**src/dbpr_pkg.sv**
```systemverilog
`default_nettype none

package dbpr_pkg;

    localparam int CFG_INDEX_WIDTH = 2;
    localparam int CFG_DATA_WIDTH  = 32;
    localparam int DEBOUNCE_WIDTH  = 16;
    localparam int INTERVAL_WIDTH  = 32;
    localparam int STAMP_WIDTH     = 32;
    localparam int COUNT_WIDTH     = 32;

    localparam logic [CFG_INDEX_WIDTH-1:0] REG_ACTIVE_LOW    = 2'd0;
    localparam logic [CFG_INDEX_WIDTH-1:0] REG_DEBOUNCE_TIME = 2'd1;
    localparam logic [CFG_INDEX_WIDTH-1:0] REG_MIN_INTERVAL  = 2'd2;

    localparam logic                      ACTIVE_LOW_RESET    = 1'b1;
    localparam logic [DEBOUNCE_WIDTH-1:0] DEBOUNCE_TIME_RESET = 16'd50;
    localparam logic [INTERVAL_WIDTH-1:0] MIN_INTERVAL_RESET  = 32'd2000;

    // Per-sample status produced by the update logic.
    typedef struct packed {
        logic raw;
        logic fire;
        logic confirmed;
    } dbpr_flags_t;

endpackage

`default_nettype wire

```
**src/dbpr_update.sv**
```systemverilog
`default_nettype none

module dbpr_update #(
    parameter int TIME_WIDTH = 32
) (
    input  wire logic                                  active_low,
    input  wire logic [dbpr_pkg::DEBOUNCE_WIDTH-1:0]   debounce_time,
    input  wire logic [dbpr_pkg::INTERVAL_WIDTH-1:0]   min_interval,
    input  wire logic                                  pin_level,
    input  wire logic [TIME_WIDTH-1:0]                 now,
    input  wire logic                                  previous_raw,
    input  wire logic [TIME_WIDTH-1:0]                 change_stamp,
    input  wire logic                                  confirmed,
    input  wire logic [TIME_WIDTH-1:0]                 last_fire_stamp,
    input  wire logic [dbpr_pkg::COUNT_WIDTH-1:0]      press_count,
    output logic [TIME_WIDTH-1:0]                      change_stamp_next,
    output logic [TIME_WIDTH-1:0]                      last_fire_stamp_next,
    output logic [dbpr_pkg::COUNT_WIDTH-1:0]           press_count_next,
    output dbpr_pkg::dbpr_flags_t                      flags
);

    // Compare width covers both the time base and the 32-bit interval register.
    localparam int CMP_WIDTH = (TIME_WIDTH > dbpr_pkg::INTERVAL_WIDTH) ?
                               TIME_WIDTH : dbpr_pkg::INTERVAL_WIDTH;

    logic                  raw;
    logic [TIME_WIDTH-1:0] since_change;
    logic [TIME_WIDTH-1:0] since_fire;
    logic                  stable;
    logic                  interval_ok;

    always_comb
    begin
        raw               = active_low ? ~pin_level : pin_level;
        change_stamp_next = (raw != previous_raw) ? now : change_stamp;
        since_change      = now - change_stamp_next;
        since_fire        = now - last_fire_stamp;
        stable            = CMP_WIDTH'(since_change) >= CMP_WIDTH'(debounce_time);
        interval_ok       = CMP_WIDTH'(since_fire) >= CMP_WIDTH'(min_interval);

        last_fire_stamp_next = last_fire_stamp;
        press_count_next     = press_count;
        flags.raw            = raw;
        flags.fire           = 1'b0;
        flags.confirmed      = confirmed;

        if (stable)
        begin
            if (raw && !confirmed)
            begin
                // A press that comes too soon is still confirmed, only not reported.
                flags.confirmed = 1'b1;
                if (interval_ok)
                begin
                    flags.fire           = 1'b1;
                    last_fire_stamp_next = now;
                    press_count_next     = press_count + 1'b1;
                end
            end
            else if (!raw)
            begin
                flags.confirmed = 1'b0;
            end
        end
    end

endmodule

`default_nettype wire

```
**src/debounced_press_rate_limiter.sv**
```systemverilog
`default_nettype none

// Channel  Handshake              Payload
// input    in_valid / in_stall    pin_level, now_time
// output   out_valid / out_stall  fired, event_sequence, event_time, raw_pressed, held_confirmed
// config   cfg_write              cfg_index, cfg_data
//
// One request is taken every cycle while in_stall is low; its result goes from the input register
// through the single update stage into the result register, which sets the throughput.
// Reset restores the register defaults and clears the debounce and fire history.
// A stall on a valid output holds the result register and, once the input register
// is also full, raises in_stall in the same cycle.

module debounced_press_rate_limiter #(
    parameter int TIME_WIDTH = 32
) (
    input  wire logic                                    clk,
    input  wire logic                                    rst_n,

    input  wire logic                                    cfg_write,
    input  wire logic [dbpr_pkg::CFG_INDEX_WIDTH-1:0]    cfg_index,
    input  wire logic [dbpr_pkg::CFG_DATA_WIDTH-1:0]     cfg_data,

    input  wire logic                                    in_valid,
    output logic                                         in_stall,
    input  wire logic                                    pin_level,
    input  wire logic [dbpr_pkg::STAMP_WIDTH-1:0]        now_time,

    output logic                                         out_valid,
    input  wire logic                                    out_stall,
    output logic                                         fired,
    output logic [dbpr_pkg::COUNT_WIDTH-1:0]             event_sequence,
    output logic [dbpr_pkg::STAMP_WIDTH-1:0]             event_time,
    output logic                                         raw_pressed,
    output logic                                         held_confirmed
);

    logic                                  active_low_reg;
    logic [dbpr_pkg::DEBOUNCE_WIDTH-1:0]   debounce_time_reg;
    logic [dbpr_pkg::INTERVAL_WIDTH-1:0]   min_interval_reg;

    logic                                  in_valid_reg;
    logic                                  pin_level_reg;
    logic [TIME_WIDTH-1:0]                 now_reg;

    logic                                  previous_raw_reg;
    logic [TIME_WIDTH-1:0]                 change_stamp_reg;
    logic                                  confirmed_reg;
    logic [TIME_WIDTH-1:0]                 last_fire_stamp_reg;
    logic [dbpr_pkg::COUNT_WIDTH-1:0]      press_count_reg;

    logic [TIME_WIDTH-1:0]                 change_stamp_next;
    logic [TIME_WIDTH-1:0]                 last_fire_stamp_next;
    logic [dbpr_pkg::COUNT_WIDTH-1:0]      press_count_next;
    dbpr_pkg::dbpr_flags_t                 flags;

    logic                                  out_valid_reg;
    logic                                  fired_reg;
    logic [dbpr_pkg::COUNT_WIDTH-1:0]      event_sequence_reg;
    logic [dbpr_pkg::STAMP_WIDTH-1:0]      event_time_reg;
    logic                                  raw_pressed_reg;
    logic                                  held_confirmed_reg;

    logic                                  advance;
    logic                                  in_accept;

    assign advance   = in_valid_reg && (!out_valid_reg || !out_stall);
    assign in_stall  = in_valid_reg && !advance;
    assign in_accept = in_valid && !in_stall;

    always_ff @(posedge clk or negedge rst_n)
    begin
        if (!rst_n)
        begin
            active_low_reg    <= dbpr_pkg::ACTIVE_LOW_RESET;
            debounce_time_reg <= dbpr_pkg::DEBOUNCE_TIME_RESET;
            min_interval_reg  <= dbpr_pkg::MIN_INTERVAL_RESET;
        end
        else if (cfg_write)
        begin
            case (cfg_index)
                dbpr_pkg::REG_ACTIVE_LOW:
                    active_low_reg <= cfg_data[0];
                dbpr_pkg::REG_DEBOUNCE_TIME:
                    debounce_time_reg <= cfg_data[dbpr_pkg::DEBOUNCE_WIDTH-1:0];
                dbpr_pkg::REG_MIN_INTERVAL:
                    min_interval_reg <= cfg_data[dbpr_pkg::INTERVAL_WIDTH-1:0];
                default:
                    ;
            endcase
        end
    end

    always_ff @(posedge clk or negedge rst_n)
    begin
        if (!rst_n)
        begin
            in_valid_reg <= 1'b0;
        end
        else if (in_accept)
        begin
            in_valid_reg <= 1'b1;
        end
        else if (advance)
        begin
            in_valid_reg <= 1'b0;
        end
    end

    always_ff @(posedge clk)
    begin
        if (in_accept)
        begin
            pin_level_reg <= pin_level;
            // The time base is taken modulo 2^TIME_WIDTH.
            now_reg       <= TIME_WIDTH'(now_time);
        end
    end

    dbpr_update #(
        .TIME_WIDTH (TIME_WIDTH)
    ) u_update (
        .active_low           (active_low_reg),
        .debounce_time        (debounce_time_reg),
        .min_interval         (min_interval_reg),
        .pin_level            (pin_level_reg),
        .now                  (now_reg),
        .previous_raw         (previous_raw_reg),
        .change_stamp         (change_stamp_reg),
        .confirmed            (confirmed_reg),
        .last_fire_stamp      (last_fire_stamp_reg),
        .press_count          (press_count_reg),
        .change_stamp_next    (change_stamp_next),
        .last_fire_stamp_next (last_fire_stamp_next),
        .press_count_next     (press_count_next),
        .flags                (flags)
    );

    always_ff @(posedge clk or negedge rst_n)
    begin
        if (!rst_n)
        begin
            previous_raw_reg    <= 1'b0;
            change_stamp_reg    <= '0;
            confirmed_reg       <= 1'b0;
            last_fire_stamp_reg <= '0;
            press_count_reg     <= '0;
        end
        else if (advance)
        begin
            previous_raw_reg    <= flags.raw;
            change_stamp_reg    <= change_stamp_next;
            confirmed_reg       <= flags.confirmed;
            last_fire_stamp_reg <= last_fire_stamp_next;
            press_count_reg     <= press_count_next;
        end
    end

    always_ff @(posedge clk or negedge rst_n)
    begin
        if (!rst_n)
        begin
            out_valid_reg <= 1'b0;
        end
        else if (advance)
        begin
            out_valid_reg <= 1'b1;
        end
        else if (!out_stall)
        begin
            out_valid_reg <= 1'b0;
        end
    end

    always_ff @(posedge clk)
    begin
        if (advance)
        begin
            fired_reg          <= flags.fire;
            event_sequence_reg <= press_count_next;
            event_time_reg     <= dbpr_pkg::STAMP_WIDTH'(last_fire_stamp_next);
            raw_pressed_reg    <= flags.raw;
            held_confirmed_reg <= flags.confirmed;
        end
    end

    assign out_valid      = out_valid_reg;
    assign fired          = fired_reg;
    assign event_sequence = event_sequence_reg;
    assign event_time     = event_time_reg;
    assign raw_pressed    = raw_pressed_reg;
    assign held_confirmed = held_confirmed_reg;

endmodule

`default_nettype wire
```
**config.mk**
```make
export PLATFORM = sky130hd
export DESIGN_NAME = debounced_press_rate_limiter
export DESIGN_NICKNAME = d
export VERILOG_FILES = /design/src/dbpr_pkg.sv /design/src/dbpr_update.sv /design/src/debounced_press_rate_limiter.sv
export SDC_FILE = /design/constraint.sdc
export NUM_CORES = 1
export LEC_CHECK = 0
export BUFFER_PORTS_ARGS = -buffer_cell sky130_fd_sc_hd__buf_4
export CAP_MARGIN = 5
export CORE_UTILIZATION = 30
export DETAILED_ROUTE_END_ITERATION = 7
export SYNTH_ARGS = -nofsm -noshare
export SYNTH_HDL_FRONTEND = slang
export SYNTH_SLANG_ARGS = --single-unit
```
**constraint.sdc**
```tcl
create_clock -name clk -period 8.1 [get_ports clk]
set_input_delay 2.025 -clock clk [delete_from_list [all_inputs] [get_ports clk]]
set_output_delay 2.025 -clock clk [all_outputs]
set_load 0.01 [all_outputs]
```
==> tab_implementation.tex, run 1 <==
\begin{tabular}{lr}
\hline
Metric & Value \\
\hline
\multicolumn{2}{l}{\textbf{Clocking}} \\
Cts hold-fix bufs & 0 \\
Clock buffer count from CTS & 29 \\
Clock transition at the register clock pins on the worst setup and hold paths after CTS & approximately 60 ps \\
Cells resized by post-CTS repair & 0 \\
\# Post-CTS Setup Buffers & 0 \\
Number of H-tree levels & 1 \\
CTS Buffer Depth & 3 \\
Insertion delay of the later-clocked pin in the worst-skew pair & $\sim$560 ps \\
Number of clock sinks & roughly 250 \\
Clock Tree Root & sky130\_fd\_sc\_hd\_\_clkbuf\_16 \\
TritonCTS clock tree & built \\
\multicolumn{2}{l}{\textbf{Place}} \\
Port bufs & 140 \\
Cell Area, Placed & around 17000 um\^{}2 \\
Final weighted congestion of routability-driven global placement & between 0.8 and 0.9 \\
Total placed cells including tap cells & 2163 \\
Placed wire-length estimate after detailed placement & about 27000 um \\
Setup slack after placement & around 1200 ps \\
\multicolumn{2}{l}{\textbf{GRT}} \\
Total overflow reported by the global router & 0 \\
Pin count of the biggest net entering global routing & 88 \\
Global-route usage over all layers & 0.1476 \\
Vias in the first global route & 10810 \\
Global-route wire length before repair & about 60000 um \\
Number of antenna violations at the first check in global routing & 0 \\
\multicolumn{2}{l}{\textbf{Floorplan}} \\
Total Die Area & around 50000 um\^{}2 \\
Core footprint & $\sim$50000 um\^{}2 \\
Core Rows & $\sim$80 \\
I/O Pins & 141 \\
Height of the die & approximately 230 um \\
Effective utilization at floorplan & 0.3062 \\
Die Span X & 226.4 um \\
\multicolumn{2}{l}{\textbf{Worst setup path}} \\
Most numerous cell on the critical path & sky130\_fd\_sc\_hd\_\_a21oi\_1 \\
Setup CP Type & reg -> reg \\
Peak per-stage delay on the critical path & 550 ps \\
Launch point of the worst path & now\_reg[0] \\
Worst R2R Path Depth & 25 \\
Critical-path maximum fanout & 22 \\
Startpoint of the lowest-slack register-to-register path & now\_reg[0] \\
End of the worst register-to-register path & event\_time[15] \\
R2r setup slk & $\sim$1200 ps \\
Data required time of the worst path & $\sim$8400 ps \\
Crit path arrival time & just over 7000 ps \\
Highest-delay cell along the critical path & sky130\_fd\_sc\_hd\_\_nor4\_1 \\
Crit path launch type & register \\
Termination of the worst setup path & event\_time[15] \\
Setup crit end kind & register \\
\multicolumn{2}{l}{\textbf{Finish}} \\
Post-route standard cell area excluding fillers & roughly 18000 um\^{}2 \\
Layout fillers & roughly 5000 \\
Area added between synthesis and finish & 17.84\% \\
Net count of the finished layout & $\sim$1700 \\
Final instance count without filler cells & 2216 \\
Ant. Diodes & 0 \\
Final core utilization & 0.3608 \\
Share of cells above drive strength 1 & 0.2171 \\
\multicolumn{2}{l}{\textbf{Synthesis}} \\
Post-synth top flop & sky130\_fd\_sc\_hd\_\_dfrtp\_1 \\
Portion of the post-synthesis area used by sequential elements & 0.4463 \\
Unique masters post-synth & 70 \\
Synthesized netlist net count & 1584 \\
Cell area after synthesis & between 15000 and 20000 um\^{}2 \\
Share of the synthesized area in the top cell type & 0.2302 \\
Flops \& latches, synth & approximately 250 \\
Synth warnings & 0 \\
Fraction of registers with async set or reset after synthesis & 0.5984 \\
Number of instances in the synthesized netlist & approximately 1400 \\
Cell type contributing the most total cell area after synthesis & sky130\_fd\_sc\_hd\_\_dfrtp\_1 \\
Top post-synthesis cells by area & sky130\_fd\_sc\_hd\_\_dfrtp\_1, sky130\_fd\_sc\_hd\_\_edfxtp\_1, sky130\_fd\_sc\_hd\_\_ha\_1 \\
Syn\_area\_per\_cell & 10.79 um\^{}2 \\
Count of flip-flops with a built-in enable after synthesis & 100 \\
\multicolumn{2}{l}{\textbf{Detailed routing}} \\
Antenna violation net count after detailed routing & 0 \\
DRC violation total after the first TritonRoute iteration & approximately 720 \\
Vias per Instance & about 5 \\
Routed wirelength normalized by instance count & approximately 17 um \\
Count of TritonRoute iterations in the first routing pass & 7 \\
Final routed DRC violation total & 0 \\
Sum of routed wire length over all layers & 37560 um \\
Number of vias after detailed routing & around 11000 \\
\multicolumn{2}{l}{\textbf{Timing}} \\
Relative max-transition margin & 0.2606 \\
Maximum clock rate & 146.0 MHz \\
Setup TNS after final layout & 0 ps \\
Ratio of final minimum period to clock period & 0.8458 \\
Hold violation count in the final report & 0 \\
Worst setup slack after layout & 1249 ps \\
RSZ-0062 raised after global routing & no \\
Final hold slack & about 480 ps \\
Actual transition at the worst max-transition pin & about 1100 ps \\
Endpoints failing setup & 0 \\
Clock tree skew after final layout & 14.77 ps \\
Slew Viols, Final & 0 \\
Min Tclk post-route & just under 7000 ps \\
\multicolumn{2}{l}{\textbf{Hold path}} \\
Hold Crit Class & reg -> reg \\
\multicolumn{2}{l}{\textbf{Flow run}} \\
Max capacitance violation total & 0 \\
\multicolumn{2}{l}{\textbf{Power and ir drop}} \\
Leakage power of the design & slightly above 8 nW \\
Max IR drop VDD & 186.4 uV \\
Total power & roughly 6.5 mW \\
Power Dens Cells & around 360 nW/um\^{}2 \\
\multicolumn{2}{l}{\textbf{Outcome}} \\
Result of the run & finished, final reports clean \\
\hline
\end{tabular}
[metal layers]
metal / vias up / wire length [um] / GRT usage
li1: 5369 / - / -
met1: 5329 / 17730 / 0.2028
met2: 255 / 17430 / 0.2434
met3: 46 / 1623 / 0.02307
met4: 0 / 780 / 0.03182
met5: - / 0 / 0
[area by class of cell]
| cell class | count | area (um^2) | area share |
|---|---|---|---|
| clock inverters | 11 | 131.4 | 0.007378 |
| well taps | 664 | 830.8 | 0.04666 |
| flip-flops and latches | 249 | 6744 | 0.3788 |
| multi-input cells | 995 | 7766 | 0.4362 |
| clock buffers | 42 | 804.5 | 0.04518 |
| inverters | 104 | 391.6 | 0.02199 |
| repair buffers | 151 | 1137 | 0.06387 |
[synthesized netlist by cell type, types with 5 or more instances]
cell                          n
sky130_fd_sc_hd__xnor2_1     29
sky130_fd_sc_hd__buf_2        9
sky130_fd_sc_hd__dfrtp_1    139
sky130_fd_sc_hd__and4_1       5
sky130_fd_sc_hd__dfstp_2     10
sky130_fd_sc_hd__a21o_1      50
sky130_fd_sc_hd__and2_1       6
sky130_fd_sc_hd__inv_1      104
sky130_fd_sc_hd__a21oi_1     72
sky130_fd_sc_hd__or2_2        7
sky130_fd_sc_hd__nor4_1      28
sky130_fd_sc_hd__ha_1       109
sky130_fd_sc_hd__nand3_1     31
sky130_fd_sc_hd__o211ai_1     5
sky130_fd_sc_hd__nor3_1      47
sky130_fd_sc_hd__a211o_1      5
sky130_fd_sc_hd__clkbuf_1    36
sky130_fd_sc_hd__edfxtp_1   100
sky130_fd_sc_hd__xor2_1      78
sky130_fd_sc_hd__and3_1      21
sky130_fd_sc_hd__nor2_1      49
sky130_fd_sc_hd__a211oi_1     8
sky130_fd_sc_hd__nor2b_1      8
sky130_fd_sc_hd__mux2i_1     33
sky130_fd_sc_hd__mux2_4      25
sky130_fd_sc_hd__nand2_1     86
sky130_fd_sc_hd__mux2_1       5
sky130_fd_sc_hd__nand4_1     29
sky130_fd_sc_hd__o21a_1      15
sky130_fd_sc_hd__mux2_2      89
sky130_fd_sc_hd__a221oi_1     5
sky130_fd_sc_hd__o21bai_1     8
sky130_fd_sc_hd__o2111ai_1    5
sky130_fd_sc_hd__nand2b_1    15
sky130_fd_sc_hd__o21ai_0     66
[kinds of logic after synthesis]
logic type / Yosys count / synth area share
AOI/OAI and AO/OA: 272 / 0.1175
xor gates and xnor gates: 108 / 0.06351
adders and majority gates: 112 / 0.09357
buffers and inverters: 157 / 0.04173
DFF: 249 / 0.4463
muxes: 152 / 0.1168
and+or+nand+nor: 351 / 0.1206
[worst max-delay path: cells and delay by family (launching register included)]
family                     cells  cell delay (ps)
xor gates and xnor gates       1               90
and+or+nand+nor                5             1560
AOI/OAI and AO/OA             12             2710
adders and majority gates      3              880
muxes                          1              390
DFF                            1              410
buffers and inverters          3              520
[how the worst min path moves through the flow]
stage | start | endpoint | depth (start not counted)
5_1_grt | change_stamp_reg[21] | change_stamp_reg[21] | 2
3_5_place_dp | change_stamp_reg[0] | change_stamp_reg[0] | 2
4_1_cts | change_stamp_reg[0] | change_stamp_reg[0] | 2
6_report | change_stamp_reg[0] | change_stamp_reg[0] | 2
3_3_place_gp | change_stamp_reg[5] | change_stamp_reg[5] | 2
2_1_floorplan | change_stamp_reg[0] | change_stamp_reg[0] | 2
[cell usage in the layout (no fill, tap or decap), types with 8 or more instances in the layout]
master / n
sky130_fd_sc_hd__nor2_1: 49
sky130_fd_sc_hd__mux2i_1: 33
sky130_fd_sc_hd__xor2_1: 78
sky130_fd_sc_hd__clkbuf_1: 10
sky130_fd_sc_hd__nand4_1: 29
sky130_fd_sc_hd__o21bai_1: 8
sky130_fd_sc_hd__ha_1: 109
sky130_fd_sc_hd__edfxtp_1: 100
sky130_fd_sc_hd__and3_1: 21
sky130_fd_sc_hd__nor2b_1: 8
sky130_fd_sc_hd__a21oi_1: 72
sky130_fd_sc_hd__a211oi_1: 8
sky130_fd_sc_hd__nand3_1: 31
sky130_fd_sc_hd__nor4_1: 28
sky130_fd_sc_hd__xnor2_1: 29
sky130_fd_sc_hd__inv_1: 103
sky130_fd_sc_hd__nor3_1: 47
sky130_fd_sc_hd__o21a_1: 15
sky130_fd_sc_hd__nand2b_1: 15
sky130_fd_sc_hd__o21ai_0: 66
sky130_fd_sc_hd__mux2_4: 25
sky130_fd_sc_hd__clkbuf_16: 29
sky130_fd_sc_hd__dfrtp_1: 139
sky130_fd_sc_hd__mux2_2: 89
sky130_fd_sc_hd__buf_4: 150
sky130_fd_sc_hd__dfstp_2: 10
sky130_fd_sc_hd__a21o_1: 50
sky130_fd_sc_hd__nand2_1: 85
[power by group]
group	total (mW)	internal (mW)	leakage, nW	switching [mW]
clock	1.31	0.781	0.460	0.525
sequential	1.86	1.67	2.82	0.193
combinational	3.32	1.49	4.91	1.82
total	6.48	3.94	8.19	2.54
(Power assumes the default switching activity.)
==> run 2, diff against run 1 <==
--- a/config.mk
+++ b/config.mk
@@ -5,6 +5,7 @@
 export SDC_FILE = /design/constraint.sdc
 export NUM_CORES = 1
 export LEC_CHECK = 0
+export ABC_AREA = 1
 export BUFFER_PORTS_ARGS = -buffer_cell sky130_fd_sc_hd__buf_4
 export CAP_MARGIN = 5
 export CORE_UTILIZATION = 30
==> constraint.sdc (replaced) <==
create_clock -name clk -period 6.05 [get_ports clk]
set_input_delay 1.5125 -clock clk [delete_from_list [all_inputs] [get_ports clk]]
set_output_delay 1.5125 -clock clk [all_outputs]
set_load 0.01 [all_outputs]
==> run 2 against run 1 <==
Against the previous run:
- power up 44%
- largest power group unchanged
- die area up 10%
- highest routed layer unchanged
- hold slack better by 1.8 ps
- sequential share of layout area down 3.1 points
- critical path type unchanged
- fmax up 24%
- setup slack worse by 730 ps
==> tab_implementation.tex, run 2 <==
\begin{tabular}{lr}
\hline
Metric & Value \\
\hline
\multicolumn{2}{l}{\textbf{Worst setup path}} \\
Peak per-stage delay on the critical path & 400 ps (-150 ps) \\
Crit path arrival time & 5980 ps (-1160 ps) \\
Data required time of the worst path & 6500 ps (-1890 ps) \\
Critical-path maximum fanout & 19 (-14\%) \\
Highest-delay cell along the critical path & sky130\_fd\_sc\_hd\_\_fa\_1 \\
Most numerous cell on the critical path & sky130\_fd\_sc\_hd\_\_nand2\_1 \\
Launch point of the worst path & now\_reg[0] \\
Startpoint of the lowest-slack register-to-register path & now\_reg[0] \\
Crit path launch type & register \\
Setup CP Type & reg -> reg \\
Setup crit end kind & register \\
\multicolumn{2}{l}{\textbf{Synthesis}} \\
Share of the synthesized area in the top cell type & 0.2092 (-0.02101) \\
Syn\_area\_per\_cell & 7.656 um\^{}2 (-29\%) \\
Fraction of registers with async set or reset after synthesis & 0.5984 (unchanged) \\
Cell type contributing the most total cell area after synthesis & sky130\_fd\_sc\_hd\_\_dfrtp\_1 \\
Synthesized netlist net count & 2355 (+49\%) \\
Unique masters post-synth & 53 (-24\%) \\
Most used standard cell by instance count after synthesis & sky130\_fd\_sc\_hd\_\_nand2\_1 \\
Most numerous cell types in the synthesized netlist & sky130\_fd\_sc\_hd\_\_nand2\_1, sky130\_fd\_sc\_hd\_\_inv\_1, sky130\_fd\_sc\_hd\_\_o21ai\_0 \\
Cell area after synthesis & 16630 um\^{}2 (+10\%) \\
Count of flip-flops with a built-in enable after synthesis & 100 (unchanged) \\
Post-synth top flop & sky130\_fd\_sc\_hd\_\_dfrtp\_1 \\
Adder-cell area share of the yosys netlist & 0.08442 (-0.009142) \\
Flops \& latches, synth & 249 (unchanged) \\
Dominant combinational cell family by area after synthesis & simple AND/OR/NAND/NOR gates \\
Share of the synthesized area in compound gates (AO/OA/AOI/OAI) & 0.1120 (-0.005532) \\
Number of instances in the synthesized netlist & 2172 (+55\%) \\
Share of cell area taken by muxes after synthesis & 0 (-0.1168) \\
Portion of the post-synthesis area used by sequential elements & 0.4056 (-0.04073) \\
Synth Area in XOR/XNOR & 0.03476 (-0.02875) \\
Top post-synthesis cells by area & sky130\_fd\_sc\_hd\_\_dfrtp\_1, sky130\_fd\_sc\_hd\_\_edfxtp\_1, sky130\_fd\_sc\_hd\_\_nand2\_1 \\
Post-synthesis share of cell area spent on and, or, nand and nor gates & 0.2768 (+0.1562) \\
Synth warnings & 0 (unchanged) \\
\multicolumn{2}{l}{\textbf{Timing}} \\
Slew Viols, Final & 0 (unchanged) \\
Actual transition at the worst max-transition pin & 1055 ps (-49.92 ps) \\
Endpoints failing setup & 0 (unchanged) \\
Ratio of final minimum period to clock period & 0.9140 (+0.06822) \\
Clock tree skew after final layout & 16.93 ps (+2.159 ps) \\
RSZ-0062 raised after global routing & no \\
Min Tclk post-route & 5530 ps (-1321 ps) \\
Maximum clock rate & 180.8 MHz (+24\%) \\
Hold violation count in the final report & 0 (unchanged) \\
Relative max-transition margin & 0.2945 (+0.03392) \\
Setup TNS after final layout & 0 ps (unchanged) \\
\multicolumn{2}{l}{\textbf{Clocking}} \\
Clock buffer count from CTS & 30 (+3.4\%) \\
Number of H-tree levels & 1 (unchanged) \\
Number of clock sinks & 249 (unchanged) \\
Clock Tree Root & sky130\_fd\_sc\_hd\_\_clkbuf\_16 \\
\# Post-CTS Setup Buffers & 0 (unchanged) \\
Insertion delay of the later-clocked pin in the worst-skew pair & 580 ps (+20 ps) \\
Cells resized by post-CTS repair & 0 (unchanged) \\
TritonCTS clock tree & built \\
Cts hold-fix bufs & 0 (unchanged) \\
CTS Buffer Depth & 3 (unchanged) \\
Clock transition at the register clock pins on the worst setup and hold paths after CTS & 60 ps (about the same) \\
\multicolumn{2}{l}{\textbf{Detailed routing}} \\
Count of TritonRoute iterations in the first routing pass & 5 (-2) \\
Vias per Instance & 4.856 (-2.2\%) \\
Final routed DRC violation total & 0 (unchanged) \\
DRC violation total after the first TritonRoute iteration & 1043 (+45\%) \\
Antenna violation net count after detailed routing & 0 (unchanged) \\
Number of vias after detailed routing & 14630 (+33\%) \\
Sum of routed wire length over all layers & 50600 um (+35\%) \\
Routed wirelength normalized by instance count & 16.79 um (-0.93\%) \\
\multicolumn{2}{l}{\textbf{Finish}} \\
Commonest non-fill, non-tap cell in the layout & sky130\_fd\_sc\_hd\_\_nand2\_1 \\
Area added between synthesis and finish & 16.77\% \\
Share of cells above drive strength 1 & 0.1230 (-0.09414) \\
Net count of the finished layout & 2476 (+45\%) \\
Layout fillers & 5626 (+13\%) \\
Commonest cells after routing, fill and taps aside & sky130\_fd\_sc\_hd\_\_nand2\_1, sky130\_fd\_sc\_hd\_\_inv\_1, sky130\_fd\_sc\_hd\_\_o21ai\_0, sky130\_fd\_sc\_hd\_\_buf\_4, sky130\_fd\_sc\_hd\_\_dfrtp\_1 \\
Ant. Diodes & 0 (unchanged) \\
\multicolumn{2}{l}{\textbf{GRT}} \\
Vias in the first global route & 14110 (+30\%) \\
Number of antenna violations at the first check in global routing & 0 (unchanged) \\
Global-route wire length before repair & 78250 um (+30\%) \\
Pin count of the biggest net entering global routing & 87 (-1.1\%) \\
Global-route usage over all layers & 0.1764 (+0.02889) \\
Total overflow reported by the global router & 0 (unchanged) \\
\multicolumn{2}{l}{\textbf{Place}} \\
Final weighted congestion of routability-driven global placement & 0.9284 (+12\%) \\
Port bufs & 140 (unchanged) \\
Placed wire-length estimate after detailed placement & 39100 um (+44\%) \\
\multicolumn{2}{l}{\textbf{Outcome}} \\
Result of the run & finished, final reports clean \\
\multicolumn{2}{l}{\textbf{Floorplan}} \\
Effective utilization at floorplan & 0.3066 (+0.0004168) \\
Die Span X & 237.4 um (+4.9\%) \\
Core Rows & 85 (+4.9\%) \\
Core footprint & 54240 um\^{}2 (+9.9\%) \\
Height of the die & 237.4 um (+4.9\%) \\
Total Die Area & 56370 um\^{}2 (+10\%) \\
I/O Pins & 141 (unchanged) \\
\multicolumn{2}{l}{\textbf{Power and ir drop}} \\
Total power & 9.312 mW (+44\%) \\
Leakage power of the design & 9.302 nW (+14\%) \\
Max IR drop VDD & 239.3 uV (+28\%) \\
Power Dens Cells & 479.6 nW/um\^{}2 (+32\%) \\
\multicolumn{2}{l}{\textbf{Hold path}} \\
Hold Crit Start & last\_fire\_stamp\_reg[4] \\
Hold Crit Class & reg -> reg \\
\multicolumn{2}{l}{\textbf{Flow run}} \\
Max capacitance violation total & 0 (unchanged) \\
\hline
\end{tabular}
-- run 2: cell types whose count changed after synthesis, sizes merged, moves of 46 or more --
cell | previous run | this run
nand3 | 31 | 130
mux2 | 119 | 0
nor2 | 49 | 119
nand2 | 86 | 664
o21ai | 70 | 188
inv | 104 | 289
a21o | 50 | 4
-- run 2: through the flow --
step	utilization	std cells	setup slack, ps	hold slack (ps)	cell area (um^2)
floorplan	-	2172	1096	447.9	16630
global placement	0.3389	2957	475.4	461.8	18380
detailed placement	0.3389	2957	275.9	465.4	18380
CTS	0.3579	3013	233.0	481.0	19410
global route	0.3580	3013	24.59	496.3	19420
finish	0.3580	3013	520.0	477.8	19420
-- run 2: cell families (layout without fill, tap and decap cells) --
logic type      after synthesis  after routing
simple gates               1039           1039
buf+inv                     360            505
compound gates              347            347
flops                       249            249
fa+ha+maj                   111            111
xor+xnor                     66             66
-- run 2: layer usage --
metal	track usage	vias up	part of all wire
met5	0	-	0
met4	0.05239	0	0.030
met3	0.02566	81	0.049
met2	0.3017	368	0.48
met1	0.2298	6848	0.44
li1	-	7335	-
-- run 2: path summary, 6_finish.rpt --
kind                       slack (ps)  cells past startpoint                endpoint
setup / recovery                  520                     31          event_time[27]
min in group asynchronous         910                      1     press_count_reg[15]
setup reg to reg                  520                     31          event_time[27]
hold / removal                    480                      2  last_fire_stamp_reg[4]
max in group asynchronous        4220                      2     min_interval_reg[6]
hold reg to reg                   480                      2  last_fire_stamp_reg[4]
-- run 2: where the power goes --
part	leakage (nW)	total [mW]	switching, mW	internal (mW)
Sequential	2.84	2.47	0.231	2.24
Combinational	5.97	4.95	3.19	1.76
Clock	0.498	1.89	0.761	1.13
-- run 2: area by class of cell --
type,count,area (um^2),share of cell area
multi-input combinational,1563,8471,0.4362
clock inverter,15,193.9,0.009988
sequential,249,6744,0.3473
timing repair buffer,159,1214,0.06250
tap,696,870.8,0.04485
clock buffer,41,833.3,0.04292
inverter,290,1091,0.05619
-- run 2: worst max-delay path, delay by kind of cell (launching register included) --
family / cells / cell delay (ps)
AO/OA/AOI/OAI: 8 / 1640
AND/OR/NAND/NOR: 13 / 1610
adder cells (fa/ha/maj): 3 / 840
buffers and inverters: 6 / 840
flip-flops: 1 / 360
XOR/XNOR: 1 / 90
==> run 3, diff against run 2 <==
--- a/config.mk
+++ b/config.mk
@@ -9,6 +9,7 @@
 export BUFFER_PORTS_ARGS = -buffer_cell sky130_fd_sc_hd__buf_4
 export CAP_MARGIN = 5
 export CORE_UTILIZATION = 30
+export CTS_BUF_LIST = sky130_fd_sc_hd__clkbuf_4
 export DETAILED_ROUTE_END_ITERATION = 7
 export SYNTH_ARGS = -nofsm -noshare
 export SYNTH_HDL_FRONTEND = slang
==> run 3 against run 2 <==
Against the previous run:
- sequential share of layout area grew 0.11 points
- via count grew 1.7%
- clock skew rose by 65 ps
- fmax is 0.12% higher
- non-clock buffer count is the same
- first-iteration DRC count is 11% lower
- highest routed layer unchanged
- register-to-register slack about the same
- die area stayed put
- clock power fell by 12%
- combinational power barely moved
- setup slack gained 6.6 ps
==> tab_implementation.tex, run 3 (same netlist as run 2, synthesis figures left out) <==
\begin{tabular}{lr}
\hline
Metric & Value \\
\hline
\multicolumn{2}{l}{\textbf{Floorplan}} \\
I/O Pins & 141 (unchanged) \\
Total Die Area & 56370 um\^{}2 (unchanged) \\
Height of the die & 237.4 um (unchanged) \\
Core footprint & 54240 um\^{}2 (unchanged) \\
Effective utilization at floorplan & 0.3066 (unchanged) \\
Die Span X & 237.4 um (unchanged) \\
Core Rows & 85 (unchanged) \\
\multicolumn{2}{l}{\textbf{Timing}} \\
Min Tclk post-route & 5523 ps (-6.594 ps) \\
Relative max-transition margin & 0.3096 (+0.01512) \\
Ratio of final minimum period to clock period & 0.9130 (-0.001090) \\
Clock tree skew after final layout & 81.85 ps (+64.92 ps) \\
Maximum clock rate & 181.0 MHz (+0.12\%) \\
Endpoints failing setup & 0 (unchanged) \\
Actual transition at the worst max-transition pin & 1033 ps (-22.61 ps) \\
Worst setup slack after layout & 526.6 ps (+6.594 ps) \\
Slew Viols, Final & 0 (unchanged) \\
Setup TNS after final layout & 0 ps (unchanged) \\
Hold violation count in the final report & 0 (unchanged) \\
\multicolumn{2}{l}{\textbf{Place}} \\
Port bufs & 140 (unchanged) \\
Placed wire-length estimate after detailed placement & 39100 um (unchanged) \\
Final weighted congestion of routability-driven global placement & 0.9284 (unchanged) \\
Setup slack after placement & 275.9 ps (unchanged) \\
\multicolumn{2}{l}{\textbf{GRT}} \\
Pin count of the biggest net entering global routing & 87 (unchanged) \\
Total overflow reported by the global router & 0 (unchanged) \\
Number of antenna violations at the first check in global routing & 1 (+1) \\
Vias in the first global route & 14440 (+2.4\%) \\
Global-route wire length before repair & 78840 um (+0.76\%) \\
Global-route usage over all layers & 0.1804 (+0.003924) \\
\multicolumn{2}{l}{\textbf{Hold path}} \\
Worst hold path depth & 2 (unchanged) \\
Hold Crit Class & reg -> reg \\
\multicolumn{2}{l}{\textbf{Worst setup path}} \\
Crit path arrival time & 6150 ps (+170 ps) \\
Highest-delay cell along the critical path & sky130\_fd\_sc\_hd\_\_edfxtp\_1 \\
Setup CP Type & reg -> reg \\
Peak per-stage delay on the critical path & 450 ps (+50 ps) \\
Data required time of the worst path & 6680 ps (+180 ps) \\
Worst R2R Path Depth & 27 (-13\%) \\
Setup crit end kind & register \\
Critical-path maximum fanout & 19 (unchanged) \\
Most numerous cell on the critical path & sky130\_fd\_sc\_hd\_\_nand2\_1 \\
Crit path launch type & register \\
\multicolumn{2}{l}{\textbf{Clocking}} \\
Clock transition at the register clock pins on the worst setup and hold paths after CTS & 70 ps (about the same) \\
Clock Tree Root & sky130\_fd\_sc\_hd\_\_clkbuf\_4 \\
\# Post-CTS Setup Buffers & 0 (unchanged) \\
Clock buffer count from CTS & 73 (+140\%) \\
Insertion delay of the later-clocked pin in the worst-skew pair & 820 ps (+240 ps) \\
Number of clock sinks & 249 (unchanged) \\
Number of H-tree levels & 3 (+2) \\
TritonCTS clock tree & built \\
CTS Buffer Depth & 3 (unchanged) \\
\multicolumn{2}{l}{\textbf{Power and ir drop}} \\
Power Dens Cells & 469.2 nW/um\^{}2 (-2.2\%) \\
Max IR drop VDD & 270.7 uV (+13\%) \\
Leakage power of the design & 9.374 nW (+0.77\%) \\
\multicolumn{2}{l}{\textbf{Finish}} \\
Net count of the finished layout & 2519 (+1.7\%) \\
Share of cells above drive strength 1 & 0.1492 (+0.02618) \\
Combined flip-flop and latch cell area & 6744 um\^{}2 (unchanged) \\
Area added between synthesis and finish & 16.40\% \\
Layout fillers & 5636 (+0.18\%) \\
Area occupied by multi-input gates & 8467 um\^{}2 (about the same) \\
Commonest cells after routing, fill and taps aside & sky130\_fd\_sc\_hd\_\_nand2\_1, sky130\_fd\_sc\_hd\_\_inv\_1, sky130\_fd\_sc\_hd\_\_o21ai\_0, sky130\_fd\_sc\_hd\_\_buf\_4, sky130\_fd\_sc\_hd\_\_dfrtp\_1 \\
Commonest non-fill, non-tap cell in the layout & sky130\_fd\_sc\_hd\_\_nand2\_1 \\
\multicolumn{2}{l}{\textbf{Detailed routing}} \\
Sum of routed wire length over all layers & 50950 um (+0.69\%) \\
DRC violation total after the first TritonRoute iteration & 929 (-11\%) \\
Number of vias after detailed routing & 14880 (+1.7\%) \\
Routed wirelength normalized by instance count & 16.49 um (-1.8\%) \\
Count of TritonRoute iterations in the first routing pass & 5 (unchanged) \\
Antenna violation net count after detailed routing & 0 (unchanged) \\
Vias per Instance & 4.816 (-0.84\%) \\
Final routed DRC violation total & 0 (unchanged) \\
\multicolumn{2}{l}{\textbf{Outcome}} \\
Result of the run & finished, final reports clean \\
\multicolumn{2}{l}{\textbf{Flow run}} \\
Max capacitance violation total & 0 (unchanged) \\
\hline
\end{tabular}
run 3: power by group:
group,total (mW),switching [mW],internal [mW],leakage (nW)
sequential,2.47,0.229,2.24,2.84
clock,1.67,0.775,0.896,0.567
combinational,4.94,3.18,1.76,5.97
run 3: worst paths after layout:
| path | from | to | slack (ps) |
|---|---|---|---|
| max | now_reg[2] | event_time[14] | 530 |
| min | change_stamp_reg[5] | change_stamp_reg[5] | 480 |
| max reg2reg | now_reg[2] | event_time[14] | 530 |
| min reg2reg | change_stamp_reg[5] | change_stamp_reg[5] | 480 |
| max in group asynchronous | rst_n | active_low_reg | 4390 |
| min in group asynchronous | rst_n | press_count_reg[20] | 690 |
run 3: worst max-delay path: cells and delay by family (launching register included):
family,cells,cell delay (ps)
AO/OA/AOI/OAI,9,1890
XOR/XNOR,1,150
adder cells (fa/ha/maj),2,670
buffers and inverters,3,600
flip-flops,1,450
AND/OR/NAND/NOR,12,1560
run 3: layout make-up:
| class | instances | share of cell area |
|---|---|---|
| Multi-Input combinational cell | 1563 | 0.4375 |
| Sequential cell | 249 | 0.3484 |
| Timing Repair Buffer | 159 | 0.06309 |
| Inverter | 290 | 0.05637 |
| Tap cell | 696 | 0.04499 |
| Clock buffer | 114 | 0.04422 |
| Clock inverter | 18 | 0.005301 |
| Antenna cell | 1 | 0.0001293 |
run 3: metal layers:
layer | share of wire | GRT usage
met5 | 0 | 0
met4 | 0.027 | 0.07136
met1 | 0.44 | 0.2289
met3 | 0.052 | 0.03182
met2 | 0.48 | 0.3034
run 3: stage by stage:
step | power [mW] | cells | area [um^2] | hold WS (ps) | util
3_3_place_gp | 7.289 | 2957 | 18380 | 461.8 | 0.3389
4_1_cts | 9.140 | 3089 | 19340 | 481.1 | 0.3566
5_1_grt | 9.910 | 3090 | 19350 | 494.4 | 0.3568
6_report | 9.082 | 3090 | 19350 | 476.9 | 0.3568
2_1_floorplan | 5.910 | 2172 | 16630 | 447.9 | -
3_5_place_dp | 7.406 | 2957 | 18380 | 465.4 | 0.3389
run 3: repair_timing:
action                                  in CTS  in global routing
gates resized for setup                      0                 13
hold buffers                                 0                  0
endpoints found under the setup margin       0                129
